## src/bfsp_pkg.sv

```systemverilog
// Shared types, constants and codes of the best-fit shelf packer.
package bfsp_pkg;

  localparam int unsigned CoordW             = 15;
  localparam int unsigned OriginW            = 14;
  localparam int unsigned AreaW              = 2 * CoordW;
  localparam int unsigned CfgIdxW            = 3;
  localparam int unsigned MaxShelvesDefault  = 64;
  localparam logic [CoordW-1:0] CoordMax     = {CoordW{1'b1}};

  typedef enum logic [2:0] {
    STAT_PLACED   = 3'd0,
    STAT_REJECTED = 3'd1,
    STAT_ABORTED  = 3'd2,
    STAT_SKIPPED  = 3'd3,
    STAT_OK       = 3'd4,
    STAT_FAILED   = 3'd5
  } status_e;

  typedef enum logic [CfgIdxW-1:0] {
    CFG_ORIGIN_X     = 3'd0,
    CFG_ORIGIN_Y     = 3'd1,
    CFG_ATLAS_WIDTH  = 3'd2,
    CFG_ATLAS_HEIGHT = 3'd3,
    CFG_STRICT_MODE  = 3'd4
  } cfg_reg_e;

  typedef enum logic [2:0] {
    ST_IDLE,
    ST_CHECK,
    ST_SCAN,
    ST_DRAIN,
    ST_DECIDE,
    ST_DELIVER
  } state_e;

  typedef struct packed {
    logic              kind;
    logic [CoordW-1:0] item_width;
    logic [CoordW-1:0] item_height;
  } in_item_t;

  typedef struct packed {
    logic [CoordW-1:0] pos_x;
    logic [CoordW-1:0] pos_y;
    logic [2:0]        status;
  } out_item_t;

  typedef struct packed {
    logic [CoordW-1:0] cursor;
    logic [CoordW-1:0] top;
    logic [CoordW-1:0] height;
  } shelf_t;

  // Commands from the controller to the datapath.
  typedef struct packed {
    logic load;
    logic rd_en;
    logic decide;
    logic out_load;
  } ctrl_cmd_t;

  // Status from the datapath to the controller.
  typedef struct packed {
    logic is_end;
    logic aborted;
    logic count_zero;
    logic last_idx;
    logic pipe_busy;
  } dpath_stat_t;

endpackage

```

## src/best_fit_shelf_packer_unit.sv

```systemverilog
// Top level of the best-fit shelf packer: controller and datapath joined by command and status.
//
// This block places rectangles, sorted upstream by falling height, on horizontal shelves of an
// atlas. Each rectangle request goes to the open shelf with the smallest remaining area that
// still holds it, the earliest shelf winning a tie; otherwise a new shelf as tall as the
// rectangle opens below the used area if it fits, else the rectangle is rejected or, in strict
// mode, aborts the batch. An end-of-batch request reports whether the batch held together and
// clears all shelves. Every request yields exactly one result request. The block works on one
// request at a time. With N open shelves (at most MaxShelves), a rectangle passes through the
// check, the scan of all N shelves, the pipeline drain, the decision and the hand-over to the
// output register, and only then is the next request taken. The shelf table sits in a memory
// with one read port and one write port that is read one shelf per cycle during the scan, and
// the fit test and area multiply follow in a short pipeline. End-of-batch requests, requests
// after an abort and rectangles arriving with no open shelf skip the scan and go from the check
// straight to the decision. A finished result sits in an output register, so the next request
// is accepted while it still waits to be taken; a later result waits at the hand-over for the
// register to empty or be taken.
// Configuration writes are always accepted and must only arrive while the block is idle.
module best_fit_shelf_packer_unit #(
  parameter int unsigned MaxShelves = bfsp_pkg::MaxShelvesDefault
) (
  input  logic                         clk_i,
  input  logic                         rst_ni,
  input  logic                         cfg_valid_i,
  output logic                         cfg_ready_o,
  input  logic [bfsp_pkg::CfgIdxW-1:0] cfg_index_i,
  input  logic [bfsp_pkg::CoordW-1:0]  cfg_data_i,
  input  logic                         in_valid_i,
  output logic                         in_ready_o,
  input  bfsp_pkg::in_item_t           in_data_i,
  output logic                         out_valid_o,
  input  logic                         out_ready_i,
  output bfsp_pkg::out_item_t          out_data_o
);
  import bfsp_pkg::*;

  ctrl_cmd_t   cmd;
  dpath_stat_t stat;

  // Registers take a write in any cycle.
  assign cfg_ready_o = 1'b1;

  bfsp_ctrl u_ctrl (
    .clk_i       (clk_i),
    .rst_ni      (rst_ni),
    .in_valid_i  (in_valid_i),
    .in_ready_o  (in_ready_o),
    .out_valid_o (out_valid_o),
    .out_ready_i (out_ready_i),
    .stat_i      (stat),
    .cmd_o       (cmd)
  );

  bfsp_dpath #(
    .MaxShelves (MaxShelves)
  ) u_dpath (
    .clk_i       (clk_i),
    .rst_ni      (rst_ni),
    .cfg_valid_i (cfg_valid_i),
    .cfg_index_i (cfg_index_i),
    .cfg_data_i  (cfg_data_i),
    .in_data_i   (in_data_i),
    .out_data_o  (out_data_o),
    .cmd_i       (cmd),
    .stat_o      (stat)
  );

endmodule

```

## src/bfsp_ctrl.sv

```systemverilog
// Controller state machine of the shelf packer: sequences accept, scan, decision and delivery.
module bfsp_ctrl (
  input  logic                 clk_i,
  input  logic                 rst_ni,
  input  logic                 in_valid_i,
  output logic                 in_ready_o,
  output logic                 out_valid_o,
  input  logic                 out_ready_i,
  input  bfsp_pkg::dpath_stat_t stat_i,
  output bfsp_pkg::ctrl_cmd_t  cmd_o
);
  import bfsp_pkg::*;

  state_e state_q, state_d;
  logic   out_valid_q, out_valid_d;

  always_comb begin
    state_d = state_q;
    case (state_q)
      ST_IDLE: begin
        if (in_valid_i) state_d = ST_CHECK;
      end
      ST_CHECK: begin
        if (stat_i.is_end || stat_i.aborted || stat_i.count_zero) begin
          state_d = ST_DECIDE;
        end else begin
          state_d = ST_SCAN;
        end
      end
      ST_SCAN: begin
        if (stat_i.last_idx) state_d = ST_DRAIN;
      end
      ST_DRAIN: begin
        if (!stat_i.pipe_busy) state_d = ST_DECIDE;
      end
      ST_DECIDE: begin
        state_d = ST_DELIVER;
      end
      ST_DELIVER: begin
        if (!out_valid_q || out_ready_i) state_d = ST_IDLE;
      end
      default: state_d = ST_IDLE;
    endcase
  end

  always_comb begin
    cmd_o          = '0;
    in_ready_o     = 1'b0;
    case (state_q)
      ST_IDLE: begin
        in_ready_o = 1'b1;
        cmd_o.load = in_valid_i;
      end
      ST_SCAN: begin
        cmd_o.rd_en = 1'b1;
      end
      ST_DECIDE: begin
        cmd_o.decide = 1'b1;
      end
      ST_DELIVER: begin
        cmd_o.out_load = !out_valid_q || out_ready_i;
      end
      default: cmd_o = '0;
    endcase
  end

  always_comb begin
    out_valid_d = out_valid_q;
    if (out_ready_i) out_valid_d = 1'b0;
    if (cmd_o.out_load) out_valid_d = 1'b1;
  end

  always_ff @(posedge clk_i or negedge rst_ni) begin
    if (!rst_ni) begin
      state_q     <= ST_IDLE;
      out_valid_q <= 1'b0;
    end else begin
      state_q     <= state_d;
      out_valid_q <= out_valid_d;
    end
  end

  assign out_valid_o = out_valid_q;

endmodule

```

## src/bfsp_dpath.sv

```systemverilog
// Datapath of the shelf packer: configuration, shelf memory, scan pipeline and result registers.
module bfsp_dpath #(
  parameter int unsigned MaxShelves = bfsp_pkg::MaxShelvesDefault
) (
  input  logic                        clk_i,
  input  logic                        rst_ni,
  input  logic                        cfg_valid_i,
  input  logic [bfsp_pkg::CfgIdxW-1:0] cfg_index_i,
  input  logic [bfsp_pkg::CoordW-1:0] cfg_data_i,
  input  bfsp_pkg::in_item_t          in_data_i,
  output bfsp_pkg::out_item_t         out_data_o,
  input  bfsp_pkg::ctrl_cmd_t         cmd_i,
  output bfsp_pkg::dpath_stat_t       stat_o
);
  import bfsp_pkg::*;

  localparam int unsigned IdxW = (MaxShelves > 1) ? $clog2(MaxShelves) : 1;
  localparam int unsigned CntW = $clog2(MaxShelves + 1);

  // Configuration registers.
  logic [OriginW-1:0] origin_x_q, origin_y_q;
  logic [CoordW-1:0]  atlas_w_q, atlas_h_q;
  logic               strict_q;

  always_ff @(posedge clk_i or negedge rst_ni) begin
    if (!rst_ni) begin
      origin_x_q <= '0;
      origin_y_q <= '0;
      atlas_w_q  <= CoordW'(1024);
      atlas_h_q  <= CoordW'(1024);
      strict_q   <= 1'b1;
    end else if (cfg_valid_i) begin
      case (cfg_index_i)
        CFG_ORIGIN_X:     origin_x_q <= cfg_data_i[OriginW-1:0];
        CFG_ORIGIN_Y:     origin_y_q <= cfg_data_i[OriginW-1:0];
        CFG_ATLAS_WIDTH:  atlas_w_q  <= cfg_data_i;
        CFG_ATLAS_HEIGHT: atlas_h_q  <= cfg_data_i;
        CFG_STRICT_MODE:  strict_q   <= cfg_data_i[0];
        default: ;
      endcase
    end
  end

  // Item under work.
  in_item_t item_q;
  always_ff @(posedge clk_i) begin
    if (cmd_i.load) item_q <= in_data_i;
  end

  // Right edge of the atlas, saturated to the coordinate range.
  logic [CoordW:0]   edge_sum;
  logic [CoordW-1:0] right_edge;
  assign edge_sum   = {2'b00, origin_x_q} + {1'b0, atlas_w_q};
  assign right_edge = edge_sum[CoordW] ? CoordMax : edge_sum[CoordW-1:0];

  // Batch state.
  logic [CntW-1:0]   count_q, count_d;
  logic [CoordW-1:0] used_q, used_d;
  logic              aborted_q, aborted_d;

  // Shelf memory, one read port for the scan and one write port for updates.
  shelf_t            shelf_mem [MaxShelves];
  shelf_t            rd_data_q;
  logic              wr_en;
  logic [IdxW-1:0]   wr_addr;
  shelf_t            wr_data;
  logic [IdxW-1:0]   rd_idx_q;

  always_ff @(posedge clk_i) begin
    if (wr_en) shelf_mem[wr_addr] <= wr_data;
    if (cmd_i.rd_en) rd_data_q <= shelf_mem[rd_idx_q];
  end

  // Scan pipeline: read, then remaining width, fit test and area, then best-so-far.
  logic              s1_valid_q, s2_valid_q;
  logic [IdxW-1:0]   s1_idx_q, s2_idx_q;
  logic              s2_fit_q;
  logic [AreaW-1:0]  s2_area_q;
  shelf_t            s2_entry_q;

  logic [CoordW-1:0] s1_rem;
  logic              s1_fit;
  assign s1_rem = (rd_data_q.cursor >= right_edge) ? '0 : right_edge - rd_data_q.cursor;
  assign s1_fit = (item_q.item_height <= rd_data_q.height) && (item_q.item_width <= s1_rem);

  logic              found_q;
  logic [AreaW-1:0]  best_area_q;
  shelf_t            best_entry_q;
  logic [IdxW-1:0]   best_idx_q;

  always_ff @(posedge clk_i or negedge rst_ni) begin
    if (!rst_ni) begin
      rd_idx_q   <= '0;
      s1_valid_q <= 1'b0;
      s2_valid_q <= 1'b0;
      found_q    <= 1'b0;
    end else begin
      s1_valid_q <= cmd_i.rd_en;
      s2_valid_q <= s1_valid_q;
      if (cmd_i.load) begin
        rd_idx_q <= '0;
        found_q  <= 1'b0;
      end else begin
        if (cmd_i.rd_en) rd_idx_q <= rd_idx_q + IdxW'(1);
        if (s2_valid_q && s2_fit_q && (!found_q || s2_area_q < best_area_q)) begin
          found_q <= 1'b1;
        end
      end
    end
  end

  always_ff @(posedge clk_i) begin
    s1_idx_q <= rd_idx_q;
    if (s1_valid_q) begin
      s2_idx_q   <= s1_idx_q;
      s2_fit_q   <= s1_fit;
      s2_area_q  <= s1_rem * rd_data_q.height;
      s2_entry_q <= rd_data_q;
    end
    // The earliest shelf keeps a tie because only a strictly smaller area replaces it.
    if (s2_valid_q && s2_fit_q && (!found_q || s2_area_q < best_area_q)) begin
      best_area_q  <= s2_area_q;
      best_entry_q <= s2_entry_q;
      best_idx_q   <= s2_idx_q;
    end
  end

  // Decision on the scanned item.
  logic [CoordW-1:0] rem_h;
  logic              new_ok;
  logic [CoordW-1:0] new_top;
  out_item_t         res_d, res_q, out_q;
  logic [CoordW:0]   top_sum, cur_sum, used_sum, best_sum;

  assign rem_h    = (used_q >= atlas_h_q) ? '0 : atlas_h_q - used_q;
  assign new_ok   = (item_q.item_width <= atlas_w_q) && (item_q.item_height <= rem_h)
                    && (count_q < CntW'(MaxShelves));
  assign top_sum  = {2'b00, origin_y_q} + {1'b0, used_q};
  assign new_top  = top_sum[CoordW-1:0];
  assign cur_sum  = {2'b00, origin_x_q} + {1'b0, item_q.item_width};
  assign used_sum = {1'b0, used_q} + {1'b0, item_q.item_height};
  assign best_sum = {1'b0, best_entry_q.cursor} + {1'b0, item_q.item_width};

  always_comb begin
    res_d     = '0;
    count_d   = count_q;
    used_d    = used_q;
    aborted_d = aborted_q;
    wr_en     = 1'b0;
    wr_addr   = best_idx_q;
    wr_data   = best_entry_q;
    if (item_q.kind) begin
      res_d.status = aborted_q ? STAT_FAILED : STAT_OK;
      count_d      = '0;
      used_d       = '0;
      aborted_d    = 1'b0;
    end else if (aborted_q) begin
      res_d.status = STAT_SKIPPED;
    end else if (found_q) begin
      res_d.pos_x    = best_entry_q.cursor;
      res_d.pos_y    = best_entry_q.top;
      res_d.status   = STAT_PLACED;
      wr_en          = 1'b1;
      wr_data.cursor = best_sum[CoordW-1:0];
    end else if (new_ok) begin
      res_d.pos_x    = CoordW'(origin_x_q);
      res_d.pos_y    = new_top;
      res_d.status   = STAT_PLACED;
      wr_en          = 1'b1;
      wr_addr        = count_q[IdxW-1:0];
      wr_data.cursor = cur_sum[CoordW-1:0];
      wr_data.top    = new_top;
      wr_data.height = item_q.item_height;
      count_d        = count_q + CntW'(1);
      used_d         = used_sum[CoordW-1:0];
    end else if (strict_q) begin
      res_d.status = STAT_ABORTED;
      count_d      = '0;
      used_d       = '0;
      aborted_d    = 1'b1;
    end else begin
      res_d.status = STAT_REJECTED;
    end
    if (!cmd_i.decide) wr_en = 1'b0;
  end

  always_ff @(posedge clk_i or negedge rst_ni) begin
    if (!rst_ni) begin
      count_q   <= '0;
      used_q    <= '0;
      aborted_q <= 1'b0;
    end else if (cmd_i.decide) begin
      count_q   <= count_d;
      used_q    <= used_d;
      aborted_q <= aborted_d;
    end
  end

  always_ff @(posedge clk_i) begin
    if (cmd_i.decide) res_q <= res_d;
    if (cmd_i.out_load) out_q <= res_q;
  end

  assign out_data_o = out_q;

  assign stat_o.is_end     = item_q.kind;
  assign stat_o.aborted    = aborted_q;
  assign stat_o.count_zero = (count_q == '0);
  assign stat_o.last_idx   = (CntW'(rd_idx_q) == count_q - CntW'(1));
  assign stat_o.pipe_busy  = s1_valid_q || s2_valid_q;

endmodule

```

## config.mk

```make
export PLATFORM = sky130hd
export DESIGN_NAME = best_fit_shelf_packer_unit
export DESIGN_NICKNAME = d
export VERILOG_FILES = /design/src/bfsp_pkg.sv /design/src/best_fit_shelf_packer_unit.sv /design/src/bfsp_ctrl.sv /design/src/bfsp_dpath.sv
export SDC_FILE = /design/constraint.sdc
export NUM_CORES = 2
export LEC_CHECK = 0
export ABC_AREA = 1
export BUFFER_PORTS_ARGS = -buffer_cell sky130_fd_sc_hd__buf_2
export CAP_MARGIN = 20
export CORE_MARGIN = 5
export CORE_UTILIZATION = 55
export CTS_BUF_LIST = sky130_fd_sc_hd__clkbuf_16
export DETAILED_ROUTE_END_ITERATION = 8
export MAX_ROUTING_LAYER = met4
export PLACE_DENSITY_LB_ADDON = 0.15
export SYNTH_ARGS = -nofsm -noshare
export SYNTH_HDL_FRONTEND = slang
export SYNTH_HIERARCHICAL = 1
export SYNTH_SLANG_ARGS = --single-unit
```

## constraint.sdc

```tcl
create_clock -name clk_i -period 21.1 [get_ports clk_i]
set_clock_uncertainty 0.1 [all_clocks]
set_input_delay 3.165 -clock clk_i [delete_from_list [all_inputs] [get_ports clk_i]]
set_output_delay 3.165 -clock clk_i [all_outputs]
set_load 0.02 [all_outputs]
```

==> impl_results.md <==
- Final HPWL DP: ~240000 um
- Worst Slack Setup Final: 10070 ps
- Final setup viols: 0
- Sequential share of the synthesized area: between 70% and 80%
- Max FO, Critical Path: 24
- DR vias: about 95000
- Worst Setup Path Type: reg -> reg
- DR WL/cell: about 30 um
- Post-synth cell types: between 50 and 60
- Buffers on Ports: 88
- Tmin final: 11030 ps
- Rel. slew slack: between 20% and 30%
- Post-Synthesis Cells: ~11000
- Hold path endpoint: u_dpath/best_entry_q[35]
- Total gr overflow: 0
- Worst EP required: between 20000 and 25000 ps
- Reg area: 98200 um2
- Post-DRT Antenna Nets: 0
- Largest net degree at the start of global routing: ~190
- Status: complete, no violations
- Syn-to-layout area delta: 11.2%
- Dpl ws: about 10000 ps
- DR iter-0 viols: between 10000 and 15000
- Overall power: 22.4 mW
- Vias in the first global route: between 80000 and 90000
- Final Cell Area: 156000 um2
- Worst-margin pin slew: roughly 1200 ps
- Clock sinks: ~3300
- Reg2reg path depth: a little under 50
- CP startpoint kind: flop
- Slowest CP cell: a21boi_4
- RSZ-0062 raised after global routing: no
- Core Rows: 185
- Slew Viols, Final: 0
- Cell mode on critical path: nand2_1
- Hold Slack: 300 ps
- Clk slew on worst S/H paths: ~60 ps
- Mapped Area: 140000 um2
- Placed insts: around 14000
- Worst Hold Launch: u_dpath/s2_entry_q[35]
- Worst setup EP type: flop
- RD Place Congestion: 0.945
- Full die area: ~260000 um2
- Worst vdd ir: 0.000374 V
- Cell leakage power: between 50 and 60 nW
- Ports: 90
- Initial antenna violation count: 7
- CTS tree: built
- Initial core utilization: a little under three fifths
- Placed instance area: approximately 140000 um2
- Synthesized flop and latch total: about 3300
- Highest Clock Rate: between 90 and 100 MHz
- Post-synthesis async set-or-reset flop share: under 10%
- Synthesis Warnings: 6
- Power Density: 144 nW/um2
- Syn_nets: 11600
- Multi-input logic area: between 30000 and 40000 um2
- CTS Buf Count: roughly 350
- Core area: roughly 250000 um2
- Post-CTS setup buffer count: 0
- Max Cap Viol: 0
- CTS resizes: 0
- Final nets: about 12000
- Most frequent cells in the layout: edfxtp_1 (3185), nor2_1 (1673), o21ai_0 (1613)
- Hold Fails Final Rpt: 0
- Ys flop type: edfxtp_1
- Clock Root Buffer: clkbuf_16
- Final core occ: 61.4%
- Tot GR Track Use: between 30% and 40%
- Bufs on Longest Clock Path: 4
- Hold_buf cts: 0
- Hold Crit Depth: 0
- Register-to-register setup slack: 10070 ps
- Filler cells: slightly below 20000
- Largest stage delay on the critical path: around 780 ps
- Vias/cell: approximately 6.5
- Mapped Avg Cell Area: roughly 13 um2
- Min-Delay Path Class: reg -> reg
- Die W: 515 um
- Detailed-router iteration count before antenna repair: 8
- Most common cell after layout, fill and taps aside: edfxtp_1
- Non-filler cells, final: approximately 15000
- H-tree levels: 5
- Die Y: between 500 and 600 um
- Setup tns final: 0 ps
- Critical R2R Launch: u_dpath/origin_x_q[0]
- Final wirelength: roughly 440000 um
- Ratio of cells with drive above 1 in the final layout: around 8.5%
- First-pass GRT wire length: about 630000 um
- Worst skew pair latency: about 960 ps
- R2r endpoint: u_dpath/s2_area_q[26]
- Post-synth EDFFs: 3185
- Tcrit/Tclk final: a little over half
- Residual DRC count: 0
- Worst Path Arrival: about 12000 ps
==> cell usage after synthesis (174+ instances only) <==
library cell	count	area, um2
nand3_1	314	1570
ha_1	287	3590
o221ai_1	285	2500
o22ai_1	457	2860
o21ai_0	1630	8160
clkbuf_1	564	2120
a21oi_1	257	1290
edfxtp_1	3185	95600
nand2_1	894	3360
inv_1	510	1910
fa_1	174	3480
nor2_1	1740	6530
==> where the power goes <==
| part | total [mW] | internal [mW] | switching [mW] | leakage [nW] |
|---|---|---|---|---|
| combinational | 8.37 | 2.68 | 5.69 | 18.8 |
| sequential | 8.25 | 8.12 | 0.135 | 29.9 |
| clock | 5.81 | 3.34 | 2.47 | 5.50 |
| total | 22.4 | 14.1 | 8.30 | 54.2 |
==> sequential cells by signal, summed over array words and instances, names as in the netlist, 15 cells and up <==
| signal | count |
|---|---|
| u_dpath/s2_area_q | 30 |
| u_dpath/s2_entry_q | 45 |
| u_dpath/rd_data_q | 45 |
| u_dpath/shelf_mem | 2880 |
| u_dpath/best_entry_q | 45 |
| u_dpath/res_q | 33 |
| u_dpath/atlas_w_q | 15 |
| u_dpath/atlas_h_q | 15 |
| u_dpath/out_data_o | 33 |
| u_dpath/item_q | 30 |
| u_dpath/used_q | 15 |
| u_dpath/best_area_q | 30 |
==> worst max path at each step <==
stage / startpoint / endpoint / slack, ps
CTS: u_dpath/origin_x_q[0] / u_dpath/s2_area_q[26] / 10170
global placement: u_dpath/origin_x_q[0] / u_dpath/s2_area_q[26] / 10070
floorplan: u_dpath/origin_x_q[0] / u_dpath/s2_area_q[26] / 12240
detailed placement: u_dpath/origin_x_q[0] / u_dpath/s2_area_q[26] / 10150
finish: u_dpath/origin_x_q[0] / u_dpath/s2_area_q[26] / 10070
global route: u_dpath/origin_x_q[0] / u_dpath/s2_area_q[26] / 9160
==> critical path, delay by kind of cell (launching register included) <==
kind,cells,cell delay (ps)
adders and majority gates,10,4500
AOI/OAI and AO/OA,8,2520
and+or+nand+nor,21,2290
DFF,1,420
buffers and inverters,10,1010
==> metal layers <==
layer	track usage [%]	wire length [um]
met5	-	0
met4	12.9	19500
met3	5.93	49400
met2	50.4	199000
met1	46.7	172000
==> layout make-up <==
class | instances | area share [%]
diodes | 4 | 0.00643
clock buffers | 350 | 5.62
clock inverters | 256 | 1.24
inverters | 533 | 1.32
multi-input cells | 6560 | 24.5
flip-flops and latches | 3286 | 63.0
well taps | 3366 | 2.70
repair buffers | 312 | 1.57
==> kinds of logic after synthesis <==
kind of cell / count (synthesis) / share of synthesized area [%]
compound gates: 2856 / 11.8
other cells: 1 / 0.00268
xor+xnor: 100 / 0.625
flops: 3286 / 70.1
fa+ha+maj: 461 / 5.05
buf+inv: 1198 / 3.31
simple gates: 3142 / 9.15
Note: power is estimated with default switching activity, not from simulation.
